File: src/sv/umtc_pkg.sv
// ---------------------------------------------------------------------------
// UTF-8 message text checker: package
// Shared widths, codes, decoder state types and the saturating counter step.
// ---------------------------------------------------------------------------
package umtc_pkg;

    localparam int COUNT_WIDTH     = 17;
    localparam int LIMIT_WIDTH     = 16;
    localparam int POINT_WIDTH     = 21;
    localparam int REASON_WIDTH    = 3;
    localparam int CFG_INDEX_WIDTH = 1;

    localparam logic [COUNT_WIDTH-1:0] COUNT_MAX = COUNT_WIDTH'(1) << (COUNT_WIDTH - 1);

    localparam logic [LIMIT_WIDTH-1:0] MAX_BYTES_RESET = 16'd4096;
    localparam logic [LIMIT_WIDTH-1:0] MAX_CHARS_RESET = 16'd1024;

    localparam logic [CFG_INDEX_WIDTH-1:0] CFG_MAX_TEXT_BYTES = 1'b0;
    localparam logic [CFG_INDEX_WIDTH-1:0] CFG_MAX_TEXT_CHARS = 1'b1;

    localparam logic KIND_BYTE = 1'b0;
    localparam logic KIND_END  = 1'b1;

    localparam logic [7:0] CHAR_NUL = 8'h00;
    localparam logic [7:0] CHAR_TAB = 8'h09;
    localparam logic [7:0] CHAR_LF  = 8'h0A;
    localparam logic [7:0] CHAR_CR  = 8'h0D;

    localparam logic [7:0] LEAD_E0 = 8'hE0;
    localparam logic [7:0] LEAD_ED = 8'hED;
    localparam logic [7:0] LEAD_F0 = 8'hF0;
    localparam logic [7:0] LEAD_F4 = 8'hF4;

    typedef enum logic [REASON_WIDTH-1:0] {
        REASON_OK         = 3'd0,
        REASON_EMPTY      = 3'd1,
        REASON_MANY_BYTES = 3'd2,
        REASON_MALFORMED  = 3'd3,
        REASON_MANY_CHARS = 3'd4,
        REASON_CONTROL    = 3'd5
    } t_reason;

    typedef struct packed {
        logic [1:0]             cont_left;
        logic [7:0]             lead;
        logic                   first_cont;
        logic [POINT_WIDTH-1:0] partial;
    } t_dec_state;

    typedef struct packed {
        t_dec_state nxt;
        logic       point_done;
        logic       control;
        logic       malformed;
    } t_dec_result;

    typedef struct packed {
        logic [COUNT_WIDTH-1:0] byte_total;
        logic [COUNT_WIDTH-1:0] char_total;
        logic                   malformed;
        logic                   control;
        logic                   open_seq;
    } t_msg_status;

    function automatic logic [COUNT_WIDTH-1:0] sat_inc(input logic [COUNT_WIDTH-1:0] v);
        return (v < COUNT_MAX) ? v + COUNT_WIDTH'(1) : COUNT_MAX;
    endfunction

endpackage

File: src/sv/umtc_decode.sv
// ---------------------------------------------------------------------------
// UTF-8 message text checker: byte decoder
// Strict UTF-8 step for one byte: next sequence state, completed code point,
// control character and malformation flags.
// ---------------------------------------------------------------------------
module umtc_decode
    import umtc_pkg::*;
(
    input  t_dec_state  i_state,
    input  logic [7:0]  i_byte,
    output t_dec_result o_result
);

    t_dec_state             lead_st;
    logic                   lead_done;
    logic                   lead_mal;
    logic                   cont_ok;
    logic [POINT_WIDTH-1:0] shifted;
    logic [POINT_WIDTH-1:0] cp;
    logic                   done;
    logic                   is_ctrl;
    t_dec_state             nxt_st;
    logic                   dec_mal;

    always_comb begin
        lead_st            = i_state;
        lead_st.cont_left  = 2'd0;
        lead_st.first_cont = 1'b0;
        lead_done          = 1'b0;
        lead_mal           = 1'b0;
        if (!i_byte[7]) begin
            if (i_byte == CHAR_NUL) begin
                lead_mal = 1'b1;
            end else begin
                lead_done = 1'b1;
            end
        end else if (i_byte >= 8'hC2 && i_byte <= 8'hDF) begin
            lead_st.cont_left  = 2'd1;
            lead_st.partial    = POINT_WIDTH'(i_byte[4:0]);
            lead_st.lead       = i_byte;
            lead_st.first_cont = 1'b1;
        end else if (i_byte >= 8'hE0 && i_byte <= 8'hEF) begin
            lead_st.cont_left  = 2'd2;
            lead_st.partial    = POINT_WIDTH'(i_byte[3:0]);
            lead_st.lead       = i_byte;
            lead_st.first_cont = 1'b1;
        end else if (i_byte >= 8'hF0 && i_byte <= 8'hF4) begin
            lead_st.cont_left  = 2'd3;
            lead_st.partial    = POINT_WIDTH'(i_byte[2:0]);
            lead_st.lead       = i_byte;
            lead_st.first_cont = 1'b1;
        end else begin
            lead_mal = 1'b1;
        end
    end

    always_comb begin
        cont_ok = (i_byte[7:6] == 2'b10);
        if (i_state.first_cont) begin
            case (i_state.lead)
                LEAD_E0: cont_ok = cont_ok && (i_byte >= 8'hA0);
                LEAD_ED: cont_ok = cont_ok && (i_byte <= 8'h9F);
                LEAD_F0: cont_ok = cont_ok && (i_byte >= 8'h90);
                LEAD_F4: cont_ok = cont_ok && (i_byte <= 8'h8F);
                default: ;
            endcase
        end
    end

    assign shifted = {i_state.partial[POINT_WIDTH-7:0], i_byte[5:0]};

    always_comb begin
        if (i_state.cont_left != 2'd0 && cont_ok) begin
            nxt_st            = i_state;
            nxt_st.partial    = shifted;
            nxt_st.cont_left  = i_state.cont_left - 2'd1;
            nxt_st.first_cont = 1'b0;
            done              = (i_state.cont_left == 2'd1);
            cp                = shifted;
            dec_mal           = 1'b0;
        end else begin
            // no open sequence, or a broken one: drop it and take the byte as a lead
            nxt_st  = lead_st;
            done    = lead_done;
            cp      = POINT_WIDTH'(i_byte);
            dec_mal = lead_mal || (i_state.cont_left != 2'd0);
        end
    end

    assign is_ctrl = ((cp >= POINT_WIDTH'(8'h01) && cp <= POINT_WIDTH'(8'h1F)) ||
                      (cp >= POINT_WIDTH'(8'h7F) && cp <= POINT_WIDTH'(8'h9F))) &&
                     cp != POINT_WIDTH'(CHAR_TAB) && cp != POINT_WIDTH'(CHAR_LF) &&
                     cp != POINT_WIDTH'(CHAR_CR);

    assign o_result = {nxt_st, done, done && is_ctrl, dec_mal};

endmodule

File: config.mk
export PLATFORM = sky130hd
export DESIGN_NAME = umtc_decode
export DESIGN_NICKNAME = d
export VERILOG_FILES = /design/src/sv/umtc_pkg.sv /design/src/sv/umtc_decode.sv
export SDC_FILE = /design/constraint.sdc
export NUM_CORES = 1
export LEC_CHECK = 0
export BUFFER_PORTS_ARGS = -buffer_cell sky130_fd_sc_hd__buf_2
export CAP_MARGIN = 30
export CORE_AREA = 10 10 56 58
export DETAILED_ROUTE_END_ITERATION = 6
export DIE_AREA = 0 0 66 68
export GPL_ROUTABILITY_DRIVEN = 0
export PLACE_DENSITY = 0.95
export SLEW_MARGIN = 20
export SYNTH_ARGS = -nofsm -noshare
export SYNTH_HDL_FRONTEND = slang
export SYNTH_SLANG_ARGS = --single-unit
File: constraint.sdc
create_clock -name vclk -period 6.36
set_clock_uncertainty 0.1 [all_clocks]
set_input_delay 1.272 -clock vclk [all_inputs]
set_output_delay 1.272 -clock vclk [all_outputs]
set_load 0.05 [all_outputs]
After elaboration in Yosys (flattened, before gate mapping) --
Cells that the tools add are included.
Storage, ports and cells: memories 0, memory bits (read-only) 0, bits in latches 0, RAM bits 0, logic and storage cells 59, bits of input ports 40, bits in registers 0, output and inout port bits 35
Operators by class: add/subtract/negate cells 1, shift operators 0, equality and inequality tests 9, order comparisons 14, $mul 0, divide/modulo/power cells 0, muxes and demuxes 17, bitwise gates (word level) 0, reduce and logical (&&, ||, !) cells 18
Operators by type and width (count):
- $mux W32 | 5
- $ne A21 B4 Y1 const B | 3
- $ge A8 B8 Y1 const B | 5
- $le A8 B8 Y1 const B | 5
- $eq A8 B8 Y1 const B | 4
- $ge A21 B1 Y1 const B | 1
- $ge A21 B7 Y1 const B | 1
- $le A21 B5 Y1 const B | 1
- $le A21 B8 Y1 const B | 1
- $mux W21 | 1
- $logic_and A1 B1 Y1 | 14
- $mux W1 | 10
- $logic_not A8 Y1 | 1
- $pmux W1 S4 | 1
- $eq A2 B1 Y1 const B | 1
- $eq A2 B2 Y1 const B | 1
- $logic_or A1 B1 Y1 | 2
- $reduce_bool A2 Y1 | 1
- $sub A2 B1 Y2 const B | 1

Logic depth before layout (Yosys ltp) --
Gate-level depths: netlist (run 1).
depth in word-level cells 13, mapped depth 8, mapped depth without buffers 7

Worst setup path before layout (run 1) --
No wires, ideal clock.
path type input -> output, from input port i_byte[3], to output port o_result[28] in the netlist's numbering, arrival 3.277 ns, required time 4.988 ns, buffers on the path 1, slack 1.711 ns, stages on the path 6, cell sequence clkbuf_2 -> nor4_2 -> and2b_1 -> a311o_4 -> inv_6 -> o21ai_0
RTL lines:
- start, declared | line umtc_decode.sv:10 | input logic [7:0] i_byte,
- end, declared | line umtc_decode.sv:11 | output t_dec_result o_result

==> impl_metrics.env, run 1 <==
export IMPL_worst_pin_slew_ps=544.5
export IMPL_seq_area_frac_synth_pct=0
export IMPL_tns_ps=0
export IMPL_nets=231
export IMPL_synth_avg_cell_area_um2=6.944
export IMPL_grt_first_pass_wirelength_mm=5.057
export IMPL_cap_viol_max_count=0
export IMPL_met2_length_mm=1.770
export IMPL_hold_viol=0
export IMPL_end_kind="output port"
export IMPL_postCtsSetupBuffers=0
export IMPL_die_h_um=68
export IMPL_postCtsResizedCells=0
export IMPL_portBuffers=75
export IMPL_ys_warn_count=0
export IMPL_highest_layer="met4"
export IMPL_wl_mm=3.361
export IMPL_synth_cell_type_count=45
export IMPL_cp_data_arrival_time_ps=3320
export IMPL_ant_nets=0
export IMPL_die_w_um=66
export IMPL_syn_area_um2=833.3
export IMPL_drive_above_1_share_pct=46.52
export IMPL_report_final_slew_viol_count=0
export IMPL_num_rows=17
export IMPL_startpoint_type="primary input"
export IMPL_max_freq_mhz=213.0
export IMPL_syn_to_final_growth_pct=42.49
export IMPL_grt_util_all_layers_pct=13.23
export IMPL_vias=1210
export IMPL_drt_initial_drc_count=60
export IMPL_critPathLaunch="i_byte[1]"
export IMPL_status="complete, no violations"
export IMPL_cp_required_ps=4990
export IMPL_worstHoldStart="i_state[23]"
export IMPL_crit_type="primary input to output port"
export IMPL_holdBufCountCts=0
export IMPL_synth_fp_nets=162
export IMPL_postLayoutCoreUtil_pct=56.39
export IMPL_grt_max_degree=22
export IMPL_wire_per_inst_um=15.63
export IMPL_diodes=0
export IMPL_post_route_period_util_pct=73.81
export IMPL_yosysTopAreaCell="a22o_1"
export IMPL_timing_hold_ws_ps=2835
export IMPL_syn_inst=120
export IMPL_dr_pass1_iters=5
export IMPL_setup_ws_ps=1666
export IMPL_synth_top_area_share_pct=19.97
export IMPL_setup_violations=0
export IMPL_n_fill_cell=199
export IMPL_seq_area_um2=0
export IMPL_num_clock_buffers=0
export IMPL_met1_length_mm=1.283
export IMPL_ys_top_cells_by_area="a22o_1 20%, nand2_1 8.6%, o21ai_0 3.6%"
export IMPL_rsz0062_at_grt="false"
export IMPL_p_per_area_nw_per_um2=132.1
export IMPL_fp_dieArea_um2=4488
export IMPL_numSequentialCells=0
export IMPL_irDropWorstVdd_uv=66.31
export IMPL_drcViolationCount=0
export IMPL_grt_overflow_total=0
export IMPL_core_area_um2=2106
export IMPL_ios=75
export IMPL_grt_pass1_vias=1127
export IMPL_start_util_pct=39.57
export IMPL_wl_met3_um=269
export IMPL_fin_crit_ps=4694
export IMPL_dp_hpwl_mm=2.861
export IMPL_pre_cts_ws_ps=1692
export IMPL_viasPerCell=5.628
export IMPL_hold_path_class="primary input to output port"
export IMPL_antenna_found_initial=0
export IMPL_cp_max_fo=21
export IMPL_slew_headroom_pct=63.62
export IMPL_leakage_nw=0.6362
[power by group]
part	switching, mW	internal (mW)
registers	0	0
clock network	0	0
logic	0.114	0.0430
[cell usage after synthesis (2+ instances only)]
cell type   n
a21oi_1     5
a22o_1     19
buf_2       2
buf_4       4
ha_1        2
inv_1       7
mux2_4      2
nand2_1    19
nand2b_1    4
nand3_1     2
nand3b_1    3
nor2_1      6
nor2b_1     2
nor3_1      4
nor4_2      2
o21ai_0     6
o22ai_1     2
o31ai_1     2
[through the flow]
step | power (mW) | cell area, µm² | std cells
6_report | 0.1569 | 1187 | 215
5_1_grt | 0.1664 | 1187 | 215
4_1_cts | 0.1571 | 1187 | 215
3_5_place_dp | 0.1567 | 1187 | 215
3_3_place_gp | 0.1556 | 1187 | 215
2_1_floorplan | 0.1170 | 833.3 | 120
[cells in the final DEF, fill, tap and decap left out, drive strengths merged, types with 2 or more instances in the layout]
master,Yosys,final
a21oi,6,6
a22o,19,19
buf,7,75
ha,2,2
inv,8,8
mux2,3,3
nand2,19,19
nand2b,4,4
nand3,2,2
nand3b,3,3
nor2,7,7
nor2b,2,2
nor3,4,4
nor4,3,3
o21a,2,2
o21ai,7,7
o22ai,2,2
o31ai,2,2
[logic make-up (layout without fill, tap and decap cells)]
logic type	count (synthesis)	count (layout)	share of synthesized area, %
AOI/OAI and AO/OA	47	47	46.85
xor gates and xnor gates	1	1	1.051
adders and majority gates	2	2	3.003
buffers and inverters	16	83	10.96
muxes	3	3	4.955
and+or+nand+nor	51	51	33.18
[worst max-delay path, stage by stage]
cell and delay, ps:
buf_2 140, nor4_2 450, and2b_1 200, a311o_4 170, inv_6 60, a21oi_4 440
mux2_1 370, buf_2 210
[path summary, 6_finish.rpt]
check | end | slack, ps | depth (start not counted)
max | o_result[3] | 1670 | 8
min | o_result[26] | 2840 | 4
[routing by layer]
layer / global-route usage, % / vias up
met2: 23.91 / 53
li1: - / 592
met4: 2.356 / 0
met5: 0 / -
met3: 3.100 / 4
met1: 15.70 / 561
[cell type report]
cell class / instances / area, µm² / share of cell area, %
inverters: 8 / 35.03 / 2.950
multi-input cells: 104 / 742.0 / 62.49
well taps: 28 / 35.03 / 2.950
repair buffers: 75 / 375.4 / 31.61
No activity file was read; power rests on OpenSTA's default activity.
==> run 2: changes to the inputs <==
- CORE_AREA: 10 10 56 58 -> 10 10 57 59
- DIE_AREA: 0 0 66 68 -> 0 0 67 69
- PLACE_DENSITY: 0.95 -> 0.92
- clock period: 6.36 -> 4.9 ns (I/O delays scaled with it)
==> run 2 against run 1 <==
Net effect:
- non-clock buffer count stayed put
- setup slack worse by 920 ps
- die area is 3.0% higher
- critical path depth stayed put
- global-route usage is 1.2 points higher
- sequential cell count stayed put
- design area stayed put
- combinational power is 29% higher
- critical path type unchanged
- largest cell class unchanged
- largest power group unchanged
==> impl_metrics.env, run 2 (synthesis results as in run 1) <==
export IMPL_status="complete, no violations"
export IMPL_worst_pin_slew_ps=565.2
export IMPL_rsz0062_at_grt="false"
export IMPL_n_fill_cell=237
export IMPL_postLayoutCoreUtil_pct=55.27
export IMPL_final_cell_mix="75 x buf_2, 19 x nand2_1, 19 x a22o_1"
export IMPL_end_kind="output port"
export IMPL_cp_max_fo=21
export IMPL_portBuffers=75
export IMPL_diodes=0
export IMPL_ant_nets=0
export IMPL_report_final_slew_viol_count=0
export IMPL_path_common_cell="buf_2"
export IMPL_num_clock_buffers=0
export IMPL_numSequentialCells=0
export IMPL_crit_type="primary input to output port"
export IMPL_grt_pass1_vias=1241
export IMPL_seq_area_um2=0
export IMPL_path_cells="buf_2 > nor4_2 > and2b_1 > a311o_4 > inv_6 > a21oi_4 > mux2_1 > buf_2"
export IMPL_tns_ps=0
export IMPL_dr_pass1_iters=4
export IMPL_die_h_um=69
export IMPL_grt_overflow_total=0
export IMPL_grt_first_pass_wirelength_mm=5.775
export IMPL_vias=1209
export IMPL_grt_max_degree=22
export IMPL_p_per_area_nw_per_um2=171.3
export IMPL_cap_viol_max_count=0
export IMPL_irDropWorstVdd_uv=87.18
export IMPL_startpoint_type="primary input"
export IMPL_drive_above_1_share_pct=46.52
export IMPL_max_freq_mhz=241.0
export IMPL_start_util_pct=38.79
export IMPL_leakage_nw=0.6362
export IMPL_antenna_found_initial=0
export IMPL_wire_per_inst_um=16.22
export IMPL_cp_required_ps=3820
export IMPL_hold_viol=0
export IMPL_slew_headroom_pct=62.23
export IMPL_die_w_um=67
export IMPL_drt_initial_drc_count=82
export IMPL_core_area_um2=2148
export IMPL_post_route_period_util_pct=84.70
export IMPL_num_rows=17
export IMPL_holdBufCountCts=0
export IMPL_final_common_cell="buf_2"
export IMPL_postCtsResizedCells=0
export IMPL_grt_util_all_layers_pct=14.45
export IMPL_hold_path_class="primary input to output port"
export IMPL_slowest_delay_ps=480
export IMPL_postCtsSetupBuffers=0
export IMPL_cp_data_arrival_time_ps=3070
export IMPL_timing_hold_ws_ps=2253
export IMPL_fin_crit_ps=4150
export IMPL_nets=231
export IMPL_ios=75
export IMPL_crit_slowest_cell="nor4_2"
export IMPL_fp_dieArea_um2=4623
export IMPL_setup_violations=0
export IMPL_syn_to_final_growth_pct=42.49
export IMPL_viasPerCell=5.623
export IMPL_drcViolationCount=0
export IMPL_wl_mm=3.487
export IMPL_dp_hpwl_mm=2.990
-- run 2: cell counts in the layout (fill, tap and decap cells not counted) --
No cell type changed its count.
-- run 2: report_power, final --
group | total [mW] | switching [mW] | internal [mW] | leakage [nW]
clock network | 0 | 0 | 0 | 0
registers | 0 | 0 | 0 | 0
logic | 0.203 | 0.148 | 0.0559 | 0.636
total | 0.203 | 0.148 | 0.0559 | 0.636
-- run 2: routing by layer --
| layer | share of wire [%] | vias up | GRT usage (%) |
|---|---|---|---|
| met5 | 0 | - | 0 |
| met4 | 1.7 | 0 | 2.262 |
| met3 | 9.4 | 4 | 3.221 |
| met2 | 52 | 54 | 26.26 |
| met1 | 37 | 557 | 16.46 |
| li1 | - | 594 | - |
-- run 2: cell type report --
type                       count  area [µm²]  area share (%)
multi-input combinational    104       742.0           62.49
inverter                       8       35.03           2.950
tap                           28       35.03           2.950
timing repair buffer          75       375.4           31.61
-- run 2: worst paths after layout --
check,start,endpoint,slack (ps),cells past startpoint
max,i_byte[1],o_result[3],750,8
min,i_state[23],o_result[26],2250,4
-- run 2: worst max-delay path, delay by kind of cell --
kind            cells  cell delay [ps]
buf+inv             3              410
mux                 1              370
compound gates      2              620
simple gates        2              690
-- run 2: metrics by stage --
stage | setup WS, ps | area (µm²) | cells | power, mW
final | 749.9 | 1187 | 215 | 0.2035
after floorplan | 835.1 | 833.3 | 120 | 0.1518
after detailed placement | 756.9 | 1187 | 215 | 0.2038
after CTS | 743.9 | 1187 | 215 | 0.2043
after global placement | 824.3 | 1187 | 215 | 0.2019
after global routing | 506.4 | 1187 | 215 | 0.2172
==> run 3: changes to the inputs <==
- clock period: 4.9 -> 4.1 ns (I/O delays scaled with it)
==> run 3 against run 2 <==
Net effect:
- core utilization is 0.35 points higher
- first-iteration DRC count decreased by 56%
- design area grew 0.63%
- sequential cell count stayed put
- global-route usage shrank 0.31 points
- clock-buffer cell count did not move
- critical path type unchanged
- critical endpoint unchanged
==> impl_metrics.env, run 3 (synthesis results as in run 1) <==
export IMPL_worst_pin_slew_ps=552.8
export IMPL_tns_ps=0
export IMPL_viasPerCell=5.579
export IMPL_crit_slowest_cell="a21oi_4"
export IMPL_crit_type="primary input to output port"
export IMPL_rsz0062_at_grt="false"
export IMPL_finalPower_mw=0.2437
export IMPL_cp_required_ps=3180
export IMPL_leakage_nw=0.6416
export IMPL_cap_viol_max_count=0
export IMPL_grt_overflow_total=0
export IMPL_cp_data_arrival_time_ps=2730
export IMPL_fin_area_um2=1195
export IMPL_drt_initial_drc_count=36
export IMPL_ios=75
export IMPL_slowest_delay_ps=490
export IMPL_ant_nets=0
export IMPL_grt_util_all_layers_pct=14.14
export IMPL_die_h_um=69
export IMPL_met2_usage_pct=25.73
export IMPL_seq_area_um2=0
export IMPL_drive_above_1_share_pct=46.81
export IMPL_hold_path_class="primary input to output port"
export IMPL_max_freq_mhz=273.7
export IMPL_path_cells="buf_2 > a2111oi_0 > a41o_1 > o21ai_4 > a21oi_4 > mux2_1 > buf_2"
export IMPL_antenna_found_initial=0
export IMPL_vias=1205
export IMPL_core_area_um2=2148
export IMPL_end_kind="output port"
export IMPL_num_clock_buffers=0
export IMPL_numSequentialCells=0
export IMPL_wl_mm=3.517
export IMPL_post_route_period_util_pct=89.12
export IMPL_detailed_place_area_um2=1195
export IMPL_p_per_area_nw_per_um2=203.9
export IMPL_grt_busiest_layer="met2"
export IMPL_met1_usage_pct=17.18
export IMPL_die_w_um=67
export IMPL_cp_max_fo=21
export IMPL_hold_viol=0
export IMPL_dr_pass1_iters=4
export IMPL_wire_per_inst_um=16.28
export IMPL_dp_hpwl_mm=2.973
export IMPL_setup_violations=0
export IMPL_grt_first_pass_wirelength_mm=5.623
export IMPL_nets=232
export IMPL_grtUsageMet3_pct=2.254
export IMPL_portBuffers=75
export IMPL_status="complete, no violations"
export IMPL_start_util_pct=38.79
export IMPL_postCtsResizedCells=0
export IMPL_postCtsSetupBuffers=0
export IMPL_final_cell_mix="75 x buf_2, 19 x nand2_1, 19 x a22o_1"
export IMPL_irDropWorstVdd_uv=93.81
export IMPL_syn_to_final_growth_pct=43.39
export IMPL_fp_dieArea_um2=4623
export IMPL_diodes=0
export IMPL_grt_pass1_vias=1144
export IMPL_report_final_slew_viol_count=0
export IMPL_n_fill_cell=223
export IMPL_startpoint_type="primary input"
export IMPL_final_common_cell="buf_2"
export IMPL_holdBufCountCts=0
export IMPL_grt_max_degree=22
export IMPL_drcViolationCount=0
export IMPL_fin_crit_ps=3654
export IMPL_slew_headroom_pct=63.07
export IMPL_num_rows=17
export IMPL_path_common_cell="buf_2"
-- run 3: final timing paths --
check                       start  slack, ps            to  depth (start not counted)
worst max-delay path    i_byte[4]        450   o_result[3]                          7
worst min-delay path  i_state[23]       1940  o_result[26]                          4
-- run 3: layout make-up --
| cell class | count | area (µm²) | share of cell area [%] |
|---|---|---|---|
| inverter | 8 | 35.03 | 2.932 |
| multi-input combinational | 104 | 742.0 | 62.09 |
| tap | 28 | 35.03 | 2.932 |
| timing repair buffer | 76 | 382.9 | 32.04 |
-- run 3: per-stage QoR --
step / instances / hold slack (ps) / setup slack, ps / utilization [%]
after floorplan: 120 / 1762 / 355.1 / -
after global placement: 216 / 1933 / 478.1 / 55.62
after detailed placement: 216 / 1937 / 451.2 / 55.62
after CTS: 216 / 1938 / 446.2 / 55.62
after global routing: 216 / 1951 / 230.9 / 55.62
final: 216 / 1937 / 446.3 / 55.62
-- run 3: critical path, delay by kind of cell --
kind            cells  cell delay (ps)
compound gates      4             1160
buf+inv             2              380
mux                 1              370
-- run 3: where the power goes --
part	switching (mW)	leakage [nW]	total, mW	internal [mW]
clock	0	0	0	0
combinational	0.177	0.642	0.244	0.0670
sequential	0	0	0	0
-- run 3: layer usage --
layer	wire length, µm	vias to the layer above	share of wire (%)
met3	254	2	7.2
li1	-	596	-
met1	1347	564	38
met4	16	0	0.45
met5	0	-	0
met2	1899	43	54
